===== src/sv/cndf_pkg.sv =====
package cndf_pkg;

    localparam int COORD_WIDTH = 16;
    localparam int MIN_DIST_WIDTH = 8;
    localparam int THRESH_WIDTH = 2 * MIN_DIST_WIDTH;
    localparam int SQ_WIDTH = 16;
    localparam int SUM_WIDTH = SQ_WIDTH + 1;
    localparam int FIFO_DEPTH = 4;
    localparam int PTR_WIDTH = $clog2(FIFO_DEPTH);
    localparam int CNT_WIDTH = $clog2(FIFO_DEPTH + 1);

    localparam logic [MIN_DIST_WIDTH-1:0] MIN_DIST_RESET = MIN_DIST_WIDTH'(3);
    localparam logic [THRESH_WIDTH-1:0] THRESH_SQ_RESET = THRESH_WIDTH'(3 * 3);

    typedef logic signed [COORD_WIDTH-1:0] coord_t;

    typedef struct packed {
        coord_t out_x;
        coord_t out_y;
        logic   has_point;
        logic   end_of_contour;
    } result_t;

    typedef struct packed {
        logic ge;
        logic gt;
    } dist_cmp_t;

    typedef struct packed {
        logic    push0_en;
        logic    push1_en;
        result_t push0_res;
        result_t push1_res;
    } push_t;

endpackage


===== src/sv/cndf_point_if.sv =====
interface cndf_point_if;
    import cndf_pkg::*;

    logic   valid;
    logic   ready;
    coord_t point_x;
    coord_t point_y;
    logic   last_point;

    modport source (output valid, output point_x, output point_y, output last_point,
                    input ready);
    modport sink (input valid, input point_x, input point_y, input last_point,
                  output ready);
endinterface


===== src/sv/cndf_result_if.sv =====
interface cndf_result_if;
    import cndf_pkg::*;

    logic   valid;
    logic   ready;
    coord_t out_x;
    coord_t out_y;
    logic   has_point;
    logic   end_of_contour;

    modport source (output valid, output out_x, output out_y, output has_point,
                    output end_of_contour, input ready);
    modport sink (input valid, input out_x, input out_y, input has_point,
                  input end_of_contour, output ready);
endinterface


===== src/sv/cndf_dist.sv =====
module cndf_dist (
    input  cndf_pkg::coord_t                          a_x,
    input  cndf_pkg::coord_t                          a_y,
    input  cndf_pkg::coord_t                          b_x,
    input  cndf_pkg::coord_t                          b_y,
    input  logic [cndf_pkg::THRESH_WIDTH-1:0]         thresh_sq,
    output cndf_pkg::dist_cmp_t                       cmp
);
    import cndf_pkg::*;

    logic signed [COORD_WIDTH:0] diff_x;
    logic signed [COORD_WIDTH:0] diff_y;
    logic [COORD_WIDTH:0]        neg_x;
    logic [COORD_WIDTH:0]        neg_y;
    logic [COORD_WIDTH-1:0]      mag_x;
    logic [COORD_WIDTH-1:0]      mag_y;
    logic                        big_x;
    logic                        big_y;
    logic [SQ_WIDTH-1:0]         sq_x;
    logic [SQ_WIDTH-1:0]         sq_y;
    logic [SUM_WIDTH-1:0]        sum;
    logic [SUM_WIDTH-1:0]        thresh_ext;
    logic                        far;

    assign diff_x = {a_x[COORD_WIDTH-1], a_x} - {b_x[COORD_WIDTH-1], b_x};
    assign diff_y = {a_y[COORD_WIDTH-1], a_y} - {b_y[COORD_WIDTH-1], b_y};
    assign neg_x  = -diff_x;
    assign neg_y  = -diff_y;
    assign mag_x  = diff_x[COORD_WIDTH] ? neg_x[COORD_WIDTH-1:0] : diff_x[COORD_WIDTH-1:0];
    assign mag_y  = diff_y[COORD_WIDTH] ? neg_y[COORD_WIDTH-1:0] : diff_y[COORD_WIDTH-1:0];

    // A difference of 256 or more is always beyond the largest threshold.
    if (COORD_WIDTH > 8) begin : g_wide
        assign big_x = |mag_x[COORD_WIDTH-1:8];
        assign big_y = |mag_y[COORD_WIDTH-1:8];
    end else begin : g_narrow
        assign big_x = 1'b0;
        assign big_y = 1'b0;
    end

    assign sq_x       = SQ_WIDTH'(mag_x[7:0]) * SQ_WIDTH'(mag_x[7:0]);
    assign sq_y       = SQ_WIDTH'(mag_y[7:0]) * SQ_WIDTH'(mag_y[7:0]);
    assign sum        = SUM_WIDTH'(sq_x) + SUM_WIDTH'(sq_y);
    assign thresh_ext = SUM_WIDTH'(thresh_sq);
    assign far        = big_x | big_y;

    assign cmp.ge = far | (sum >= thresh_ext);
    assign cmp.gt = far | (sum > thresh_ext);

endmodule


===== src/sv/cndf_core.sv =====
module cndf_core (
    input  logic                                clk,
    input  logic                                rst_n,
    input  logic                                cfg_wr_en,
    input  logic [cndf_pkg::MIN_DIST_WIDTH-1:0] cfg_wr_data,
    cndf_point_if.sink                          point,
    input  logic [cndf_pkg::CNT_WIDTH-1:0]      fifo_free,
    output cndf_pkg::push_t                     push
);
    import cndf_pkg::*;

    logic                    in_valid_reg;
    coord_t                  px_reg;
    coord_t                  py_reg;
    logic                    last_reg;
    coord_t                  first_x_reg;
    coord_t                  first_y_reg;
    coord_t                  kept_x_reg;
    coord_t                  kept_y_reg;
    logic                    in_contour_reg;
    logic [THRESH_WIDTH-1:0] thresh_sq_reg;
    logic [THRESH_WIDTH-1:0] thresh_sq_next;

    dist_cmp_t               cmp_pk;
    dist_cmp_t               cmp_fk;
    dist_cmp_t               cmp_fp;
    logic                    emit_point;
    logic                    close_far;
    logic [CNT_WIDTH-1:0]    need;
    logic                    consume;
    logic                    take;
    result_t                 point_res;
    result_t                 end_res;

    cndf_dist u_dist_pk (
        .a_x       (px_reg),
        .a_y       (py_reg),
        .b_x       (kept_x_reg),
        .b_y       (kept_y_reg),
        .thresh_sq (thresh_sq_reg),
        .cmp       (cmp_pk)
    );

    cndf_dist u_dist_fk (
        .a_x       (first_x_reg),
        .a_y       (first_y_reg),
        .b_x       (kept_x_reg),
        .b_y       (kept_y_reg),
        .thresh_sq (thresh_sq_reg),
        .cmp       (cmp_fk)
    );

    cndf_dist u_dist_fp (
        .a_x       (first_x_reg),
        .a_y       (first_y_reg),
        .b_x       (px_reg),
        .b_y       (py_reg),
        .thresh_sq (thresh_sq_reg),
        .cmp       (cmp_fp)
    );

    assign thresh_sq_next = THRESH_WIDTH'(cfg_wr_data) * THRESH_WIDTH'(cfg_wr_data);

    // The closing test runs against the kept point as it stands after this point.
    assign emit_point = in_contour_reg & cmp_pk.ge;
    assign close_far  = in_contour_reg & (emit_point ? cmp_fp.gt : cmp_fk.gt);
    assign need       = CNT_WIDTH'(emit_point) + CNT_WIDTH'(last_reg);
    assign consume    = in_valid_reg & (need <= fifo_free);
    assign point.ready = ~in_valid_reg | consume;
    assign take       = point.valid & point.ready;

    always_comb
    begin
        point_res.out_x          = px_reg;
        point_res.out_y          = py_reg;
        point_res.has_point      = 1'b1;
        point_res.end_of_contour = 1'b0;
        end_res.out_x            = close_far ? first_x_reg : '0;
        end_res.out_y            = close_far ? first_y_reg : '0;
        end_res.has_point        = close_far;
        end_res.end_of_contour   = 1'b1;

        push.push0_en  = consume & (emit_point | last_reg);
        push.push1_en  = consume & emit_point & last_reg;
        push.push0_res = emit_point ? point_res : end_res;
        push.push1_res = end_res;
    end

    always_ff @(posedge clk or negedge rst_n)
    begin
        if (!rst_n)
        begin
            in_valid_reg   <= 1'b0;
            in_contour_reg <= 1'b0;
            thresh_sq_reg  <= THRESH_SQ_RESET;
            first_x_reg    <= '0;
            first_y_reg    <= '0;
            kept_x_reg     <= '0;
            kept_y_reg     <= '0;
        end
        else
        begin
            if (cfg_wr_en)
            begin
                thresh_sq_reg <= thresh_sq_next;
            end
            if (point.ready)
            begin
                in_valid_reg <= point.valid;
            end
            if (consume)
            begin
                if (!in_contour_reg)
                begin
                    first_x_reg <= px_reg;
                    first_y_reg <= py_reg;
                    kept_x_reg  <= px_reg;
                    kept_y_reg  <= py_reg;
                end
                else if (emit_point)
                begin
                    kept_x_reg <= px_reg;
                    kept_y_reg <= py_reg;
                end
                in_contour_reg <= ~last_reg;
            end
        end
    end

    always_ff @(posedge clk)
    begin
        if (take)
        begin
            px_reg   <= point.point_x;
            py_reg   <= point.point_y;
            last_reg <= point.last_point;
        end
    end

    a_second_needs_first: assert property (@(posedge clk) disable iff (!rst_n)
        push.push1_en |-> push.push0_en)
        else $error("second result pushed without the first");

    a_open_after_point: assert property (@(posedge clk) disable iff (!rst_n)
        consume && !last_reg |=> in_contour_reg)
        else $error("contour not open after a non-closing point");

    a_closed_after_last: assert property (@(posedge clk) disable iff (!rst_n)
        consume && last_reg |=> !in_contour_reg)
        else $error("contour still open after the closing point");

    a_end_marks_close: assert property (@(posedge clk) disable iff (!rst_n)
        push.push0_en && push.push0_res.end_of_contour |-> last_reg && !emit_point)
        else $error("end of contour pushed for a non-closing point");

endmodule


===== src/sv/cndf_fifo.sv =====
module cndf_fifo (
    input  logic                           clk,
    input  logic                           rst_n,
    input  cndf_pkg::push_t                push,
    output logic [cndf_pkg::CNT_WIDTH-1:0] fifo_free,
    cndf_result_if.source                  result
);
    import cndf_pkg::*;

    result_t              entry_reg [FIFO_DEPTH];
    logic [PTR_WIDTH-1:0] wr_ptr_reg;
    logic [PTR_WIDTH-1:0] wr_ptr_next;
    logic [PTR_WIDTH-1:0] wr_ptr_inc;
    logic [PTR_WIDTH-1:0] rd_ptr_reg;
    logic [CNT_WIDTH-1:0] count_reg;
    logic [CNT_WIDTH-1:0] count_next;
    logic [CNT_WIDTH-1:0] push_cnt;
    logic                 pop;
    result_t              head;

    assign wr_ptr_inc = wr_ptr_reg + PTR_WIDTH'(1);
    assign push_cnt   = CNT_WIDTH'(push.push0_en) + CNT_WIDTH'(push.push1_en);
    assign pop        = result.valid & result.ready;
    assign count_next = count_reg + push_cnt - CNT_WIDTH'(pop);
    assign wr_ptr_next = wr_ptr_reg + push_cnt[PTR_WIDTH-1:0];
    assign fifo_free  = CNT_WIDTH'(FIFO_DEPTH) - count_reg;

    assign head                  = entry_reg[rd_ptr_reg];
    assign result.valid          = (count_reg != '0);
    assign result.out_x          = head.out_x;
    assign result.out_y          = head.out_y;
    assign result.has_point      = head.has_point;
    assign result.end_of_contour = head.end_of_contour;

    always_ff @(posedge clk or negedge rst_n)
    begin
        if (!rst_n)
        begin
            wr_ptr_reg <= '0;
            rd_ptr_reg <= '0;
            count_reg  <= '0;
        end
        else
        begin
            wr_ptr_reg <= wr_ptr_next;
            count_reg  <= count_next;
            if (pop)
            begin
                rd_ptr_reg <= rd_ptr_reg + PTR_WIDTH'(1);
            end
        end
    end

    always_ff @(posedge clk)
    begin
        if (push.push0_en)
        begin
            entry_reg[wr_ptr_reg] <= push.push0_res;
        end
        if (push.push1_en)
        begin
            entry_reg[wr_ptr_inc] <= push.push1_res;
        end
    end

    a_count_bound: assert property (@(posedge clk) disable iff (!rst_n)
        count_reg <= CNT_WIDTH'(FIFO_DEPTH))
        else $error("result queue count out of range");

    a_no_overflow: assert property (@(posedge clk) disable iff (!rst_n)
        push_cnt <= fifo_free)
        else $error("result queue overflow");

    a_pop_only: assert property (@(posedge clk) disable iff (!rst_n)
        pop && push_cnt == '0 |=> count_reg == $past(count_reg) - CNT_WIDTH'(1))
        else $error("result queue count wrong after a pop");

endmodule


===== src/sv/contour_near_duplicate_filter_unit.sv =====
// Thins the points of a closed contour by distance to the last kept point.
// The point channel carries one contour point per transaction; last_point marks
// the final point of a contour. The result channel carries the kept points and,
// for each contour, a closing transaction with end_of_contour set: either the
// first point again, or a bare end marker with has_point clear.
// min_distance is written through cfg_wr_en and cfg_wr_data; the user must
// write it only while the block is idle, which the block does not enforce.
// Its square is held in a register and used from the next cycle. A point is
// taken into an input register, tested against the kept point and its results
// written into a four-entry result queue that feeds the result channel.
// One point is accepted every cycle while the queue has room. A closing point
// that yields both a kept point and the closing transaction pushes two entries.
// When the receiver stalls the queue fills and ready on the point channel falls
// once the queue has no room for the results of the waiting point.
// Reset empties the queue, sets min_distance to 3 and waits for the first
// point of a new contour.
module contour_near_duplicate_filter_unit (
    input  logic                                clk,
    input  logic                                rst_n,
    input  logic                                cfg_wr_en,
    input  logic [cndf_pkg::MIN_DIST_WIDTH-1:0] cfg_wr_data,
    cndf_point_if.sink                          point,
    cndf_result_if.source                       result
);
    import cndf_pkg::*;

    push_t                push;
    logic [CNT_WIDTH-1:0] fifo_free;

    cndf_core u_core (
        .clk         (clk),
        .rst_n       (rst_n),
        .cfg_wr_en   (cfg_wr_en),
        .cfg_wr_data (cfg_wr_data),
        .point       (point),
        .fifo_free   (fifo_free),
        .push        (push)
    );

    cndf_fifo u_fifo (
        .clk       (clk),
        .rst_n     (rst_n),
        .push      (push),
        .fifo_free (fifo_free),
        .result    (result)
    );

endmodule


===== src/flat_wrapper.sv =====
// flat-port wrapper written by rule: the top's interface ports become plain ports
module contour_near_duplicate_filter_unit_flat import cndf_pkg::*;
  (clk, rst_n, cfg_wr_en, cfg_wr_data, point_valid, point_point_x, point_point_y, point_last_point, point_ready, result_valid, result_out_x, result_out_y, result_has_point, result_end_of_contour, result_ready);
  cndf_point_if point_i ();
  cndf_result_if result_i ();
  input  logic clk;
  input  logic rst_n;
  input  logic cfg_wr_en;
  input  logic [cndf_pkg::MIN_DIST_WIDTH-1:0] cfg_wr_data;
  input wire logic [$bits(point_i.valid)-1:0] point_valid;
  input wire logic [$bits(point_i.point_x)-1:0] point_point_x;
  input wire logic [$bits(point_i.point_y)-1:0] point_point_y;
  input wire logic [$bits(point_i.last_point)-1:0] point_last_point;
  output wire logic [$bits(point_i.ready)-1:0] point_ready;
  output wire logic [$bits(result_i.valid)-1:0] result_valid;
  output wire logic [$bits(result_i.out_x)-1:0] result_out_x;
  output wire logic [$bits(result_i.out_y)-1:0] result_out_y;
  output wire logic [$bits(result_i.has_point)-1:0] result_has_point;
  output wire logic [$bits(result_i.end_of_contour)-1:0] result_end_of_contour;
  input wire logic [$bits(result_i.ready)-1:0] result_ready;
  assign point_i.valid = point_valid;
  assign point_i.point_x = point_point_x;
  assign point_i.point_y = point_point_y;
  assign point_i.last_point = point_last_point;
  assign point_ready = point_i.ready;
  assign result_valid = result_i.valid;
  assign result_out_x = result_i.out_x;
  assign result_out_y = result_i.out_y;
  assign result_has_point = result_i.has_point;
  assign result_end_of_contour = result_i.end_of_contour;
  assign result_i.ready = result_ready;
  contour_near_duplicate_filter_unit u_core (.clk(clk), .rst_n(rst_n), .cfg_wr_en(cfg_wr_en), .cfg_wr_data(cfg_wr_data), .point(point_i), .result(result_i));
endmodule

===== config.mk =====
export PLATFORM = sky130hd
export DESIGN_NAME = contour_near_duplicate_filter_unit_flat
export DESIGN_NICKNAME = d
export VERILOG_FILES = /design/src/sv/cndf_pkg.sv /design/src/sv/cndf_point_if.sv /design/src/sv/cndf_result_if.sv /design/src/sv/cndf_dist.sv /design/src/sv/cndf_core.sv /design/src/sv/cndf_fifo.sv /design/src/sv/contour_near_duplicate_filter_unit.sv /design/src/flat_wrapper.sv
export SDC_FILE = /design/constraint.sdc
export NUM_CORES = 1
export LEC_CHECK = 0
export ABC_AREA = 1
export BUFFER_PORTS_ARGS = -buffer_cell sky130_fd_sc_hd__buf_2
export CAP_MARGIN = 10
export CORE_MARGIN = 2
export CORE_UTILIZATION = 49
export DETAILED_ROUTE_END_ITERATION = 8
export PLACE_DENSITY = 0.74
export SETUP_SLACK_MARGIN = 0.05
export SYNTH_ARGS = -nofsm -noshare
export SYNTH_HDL_FRONTEND = slang
export SYNTH_HIERARCHICAL = 1
export SYNTH_SLANG_ARGS = --single-unit

===== constraint.sdc =====
create_clock -name clk -period 16.6 [get_ports clk]
set_clock_uncertainty 0.15 [all_clocks]
set_input_delay 0.83 -clock clk [delete_from_list [all_inputs] [get_ports clk]]
set_output_delay 0.83 -clock clk [all_outputs]
set_load 0.03 [all_outputs]

**Word level (Yosys, flattened, before mapping)**

Memories as Yosys holds them, arrays and structs flattened.
Cells that the tools add are included.

- Flip-flop bits (word level): 122
- RAM bits: 136
- Input port bits: 46
- Output and inout bits: 36
- Memories kept: 1

Memories:

| name | depth | bits a word | read ports | clocked after memory_dff | write ports | RTL line | RTL |
|---|---|---|---|---|---|---|---|
| u_core.u_fifo.entry_reg | 4 | 34 | 1 | 0 | 2 | cndf_fifo.sv:10 | `result_t entry_reg [FIFO_DEPTH];` |

- $add $sub $neg: 23
- Multipliers: 7
- Magnitude comparators: 4
- Equal/unequal tests: 1
- Muxes and demuxes: 18
- Bitwise operators: 19
- Reduce and logical (&&, ||, !) cells: 9

Operators with widths:

| kind | number |
|---|---|
| $mux W16 | 12 |
| $mul A8 B8 Y16 | 7 |
| $sub A16 B16 Y17 | 6 |
| $neg A16 Y16 | 6 |
| $add A16 B16 Y17 | 3 |
| $reduce_or A8 Y1 | 6 |
| $gt A17 B16 Y1 | 2 |
| $mux W34 | 1 |
| $ge A17 B16 Y1 | 1 |
| $and A1 B1 Y1 | 8 |
| $or A1 B1 Y1 | 8 |
| $mux W1 | 5 |
| $add A1 B1 Y2 | 2 |
| $add A2 B1 Y2 const B | 2 |
| $reduce_and A2 Y1 | 2 |
| $add A3 B2 Y3 | 1 |
| $le A2 B3 Y1 | 1 |
| $not A1 Y1 | 3 |
| $reduce_bool A3 Y1 | 1 |
| $sub A3 B1 Y3 | 1 |
| $sub A3 B3 Y3 const A | 1 |
| $add A2 B2 Y2 | 1 |
| $ne A2 B1 Y1 const B | 1 |

**Longest topological paths before layout**

- Word-level depth: 16
- Mapped depth: 69
- Gate-level depth less buffers: 67

**By module**

The synthesis kept the hierarchy.

By module, submodules not included:

| module | times used | cells an instance | area each (um^2) |
|---|---|---|---|
| cndf_fifo | 1 | 1052 | 8177.8 |
| cndf_dist (u_core.u_core.u_dist_pk) | 1 | 1159 | 7410.9 |
| cndf_dist (u_core.u_core.u_dist_fp) | 1 | 1143 | 7320.8 |
| cndf_dist (u_core.u_core.u_dist_fk) | 1 | 1155 | 7283.2 |
| cndf_core | 1 | 788 | 6547.5 |

**Worst setup path after synthesis**

No wires, ideal clock.

- Kind: flip-flop to flip-flop
- Start: reg u_core.u_core.px_reg[0]
- End: mem u_core/u_fifo/entry_reg[0][0] (netlist name), enable pin
- Library setup time: 491 ps
- Data arrival time: 10602 ps
- Required time: 15959 ps
- Path slack: 5357 ps
- Stages on the path, launching flop included: 60
- Cell sequence: edfxtp_1 inv_1 ha_1 inv_1 fa_1 nand3_2 nand2_2 nand2_2 nand2_4 nand3b_4 nand2_1 nand2_1 nand2_4 buf_6 o21ai_2 xor2_2 inv_1 fa_1 [... 24 more ...] a21oi_1 nand2_1 a21oi_1 nand3_1 nand2_1 clkbuf_1 clkbuf_1 ha_1 inv_1 ha_1 a21oi_1 o21ai_1 nand2_1 nor3_1 buf_4 nand3_2 clkbuf_1 nand2_1

RTL lines:

| what | RTL line | RTL |
|---|---|---|
| start: declaration | cndf_core.sv:13 | `coord_t px_reg;` |
| start signal: assignment | cndf_core.sv:134 | `px_reg <= point.point_x;` |
| end: declaration | cndf_fifo.sv:10 |  |

==> results.cfg <==
[cts]
cts_buffers = 28
insertion_delay_ns = 0.59
tritoncts = built
cts.path.max_buffers = 3
cts_resized = 0
cts.sinks = 257
cts-htree-levels = 1
cts.reportedPaths.clkPinSlew_ns = 0.06
cts-root-buf = clkbuf_16

[route]
wl_um = 98500
vias = 32400
ant_nets = 0
drt_first_pass_iters = 6
wire_per_inst_um = 15.6
drtIter0Drc = 2561
vias_per_cell = 5.15
drcViolationCount = 0

[floorplan]
dieWidth_um = 278
die_area_um2 = 77100
pin_count = 82
core-area_um2 = 74300
start_util = 0.494
rows = 100
dieHeight_um = 278

[worst_setup_path]
max_stage_delay_ns = 0.85
cp-end-kind = flip-flop
cpLargestDelayFamily = adder cells
cp-start-kind = flip-flop
crit_arrival_ns = 14.06
worstPathMaxFanout = 72
crit_slowest_cell = nand2_2
cp_num_buf_inv = 16
worstSetupPathType = reg2reg
required_ns = 16.98
crit_path_frequent_cell = inv_1

[sta]
tightestPinTransition_ns = 1.09
relSlewSlack = 0.273
fin_crit_sh = 0.824
period_minus_slack_ns = 13.68
tns_ns = 0
max_freq_ghz = 0.0731
slew_violations = 0
finalHoldViolCount = 0
rsz0062_at_grt = no
setup_viol = 0

[grt]
overflow = 0
grt.total_usage = 0.257
antenna_found_initial = 2
grt_pass1_vias = 31300
grt_max_degree = 73
grt_pass1_wl_um = 160000

[yosys]
yosys_warnings = 6
syn_area_um2 = 36700
synthCells = 5288
syn_avg_cell_area_um2 = 6.94

[hold_path]
min_path_type = in2reg

[final_layout]
drive_gt1_frac = 0.0817
mostFrequentLayoutCells = nand2_1, inv_1, nor2_1
final_common_cell = nand2_1
largest_reg_flops = 136
syn_to_final_growth_pct = 5.80
stdcell_count = 6296
nets = 5958

[placed_design]
gp_congestion = 0.949
placed_cells = 6243
numPortBuffers = 81
dp_hpwl_um = 80700

[run]
max_cap_violations = 0

[status]
outcome = completed
==> layer usage <==
| metal | up-vias | routed length, um | track usage |
|---|---|---|---|
| met4 | 0 | 3130 | 0.0793 |
| met3 | 169 | 6050 | 0.0235 |
| met2 | 977 | 46700 | 0.438 |
| met1 | 15200 | 42600 | 0.345 |
| li1 | 16100 | - | - |
| met5 | - | 0 | 0 |
==> layout make-up <==
class | instances | area, um2
clock buffer | 32 | 716
fill | 7271 | 35500
clock inverter | 19 | 200
antenna | 1 | 2.50
inverter | 1274 | 4800
sequential | 257 | 7280
multi-input combinational | 3641 | 24000
timing repair buffer | 103 | 576
tap | 969 | 1210
==> stage by stage <==
stage / instance area (um2) / hold slack [ns] / util / setup WS [ns]
floorplan: 36700 / 0.308 / - / 5.38
global placement: 37900 / 0.342 / 0.510 / 3.33
detailed placement: 37900 / 0.355 / 0.510 / 3.01
CTS: 38800 / 0.241 / 0.522 / 3.01
global route: 38800 / 0.240 / 0.522 / 1.91
finish: 38800 / 0.265 / 0.522 / 2.92
==> what timing repair did <==
action                                 CTS  global route
endpoints found under the hold margin   20             0
buffers inserted                         0             0
hold buffers                             1             0
==> worst paths after layout <==
check                                            start  cells after the start                         endpoint  slack (ns)
min                                  point_point_x[10]                      1         u_core/u_core/px_reg[10]        0.26
max                            u_core/u_core/py_reg[0]                     62       u_core/u_fifo/count_reg[2]        2.92
max in group asynchronous                        rst_n                      3  u_core/u_core/thresh_sq_reg[14]       14.51
min reg2reg                u_core/u_core/kept_y_reg[5]                      2      u_core/u_core/kept_y_reg[5]        0.37
max reg2reg                    u_core/u_core/py_reg[0]                     62       u_core/u_fifo/count_reg[2]        2.92
min in group asynchronous                        rst_n                      2      u_core/u_fifo/wr_ptr_reg[1]        0.52
Power is not shown: default switching activity piles up to over one toggle a cycle in this logic, so the estimate is an artifact.
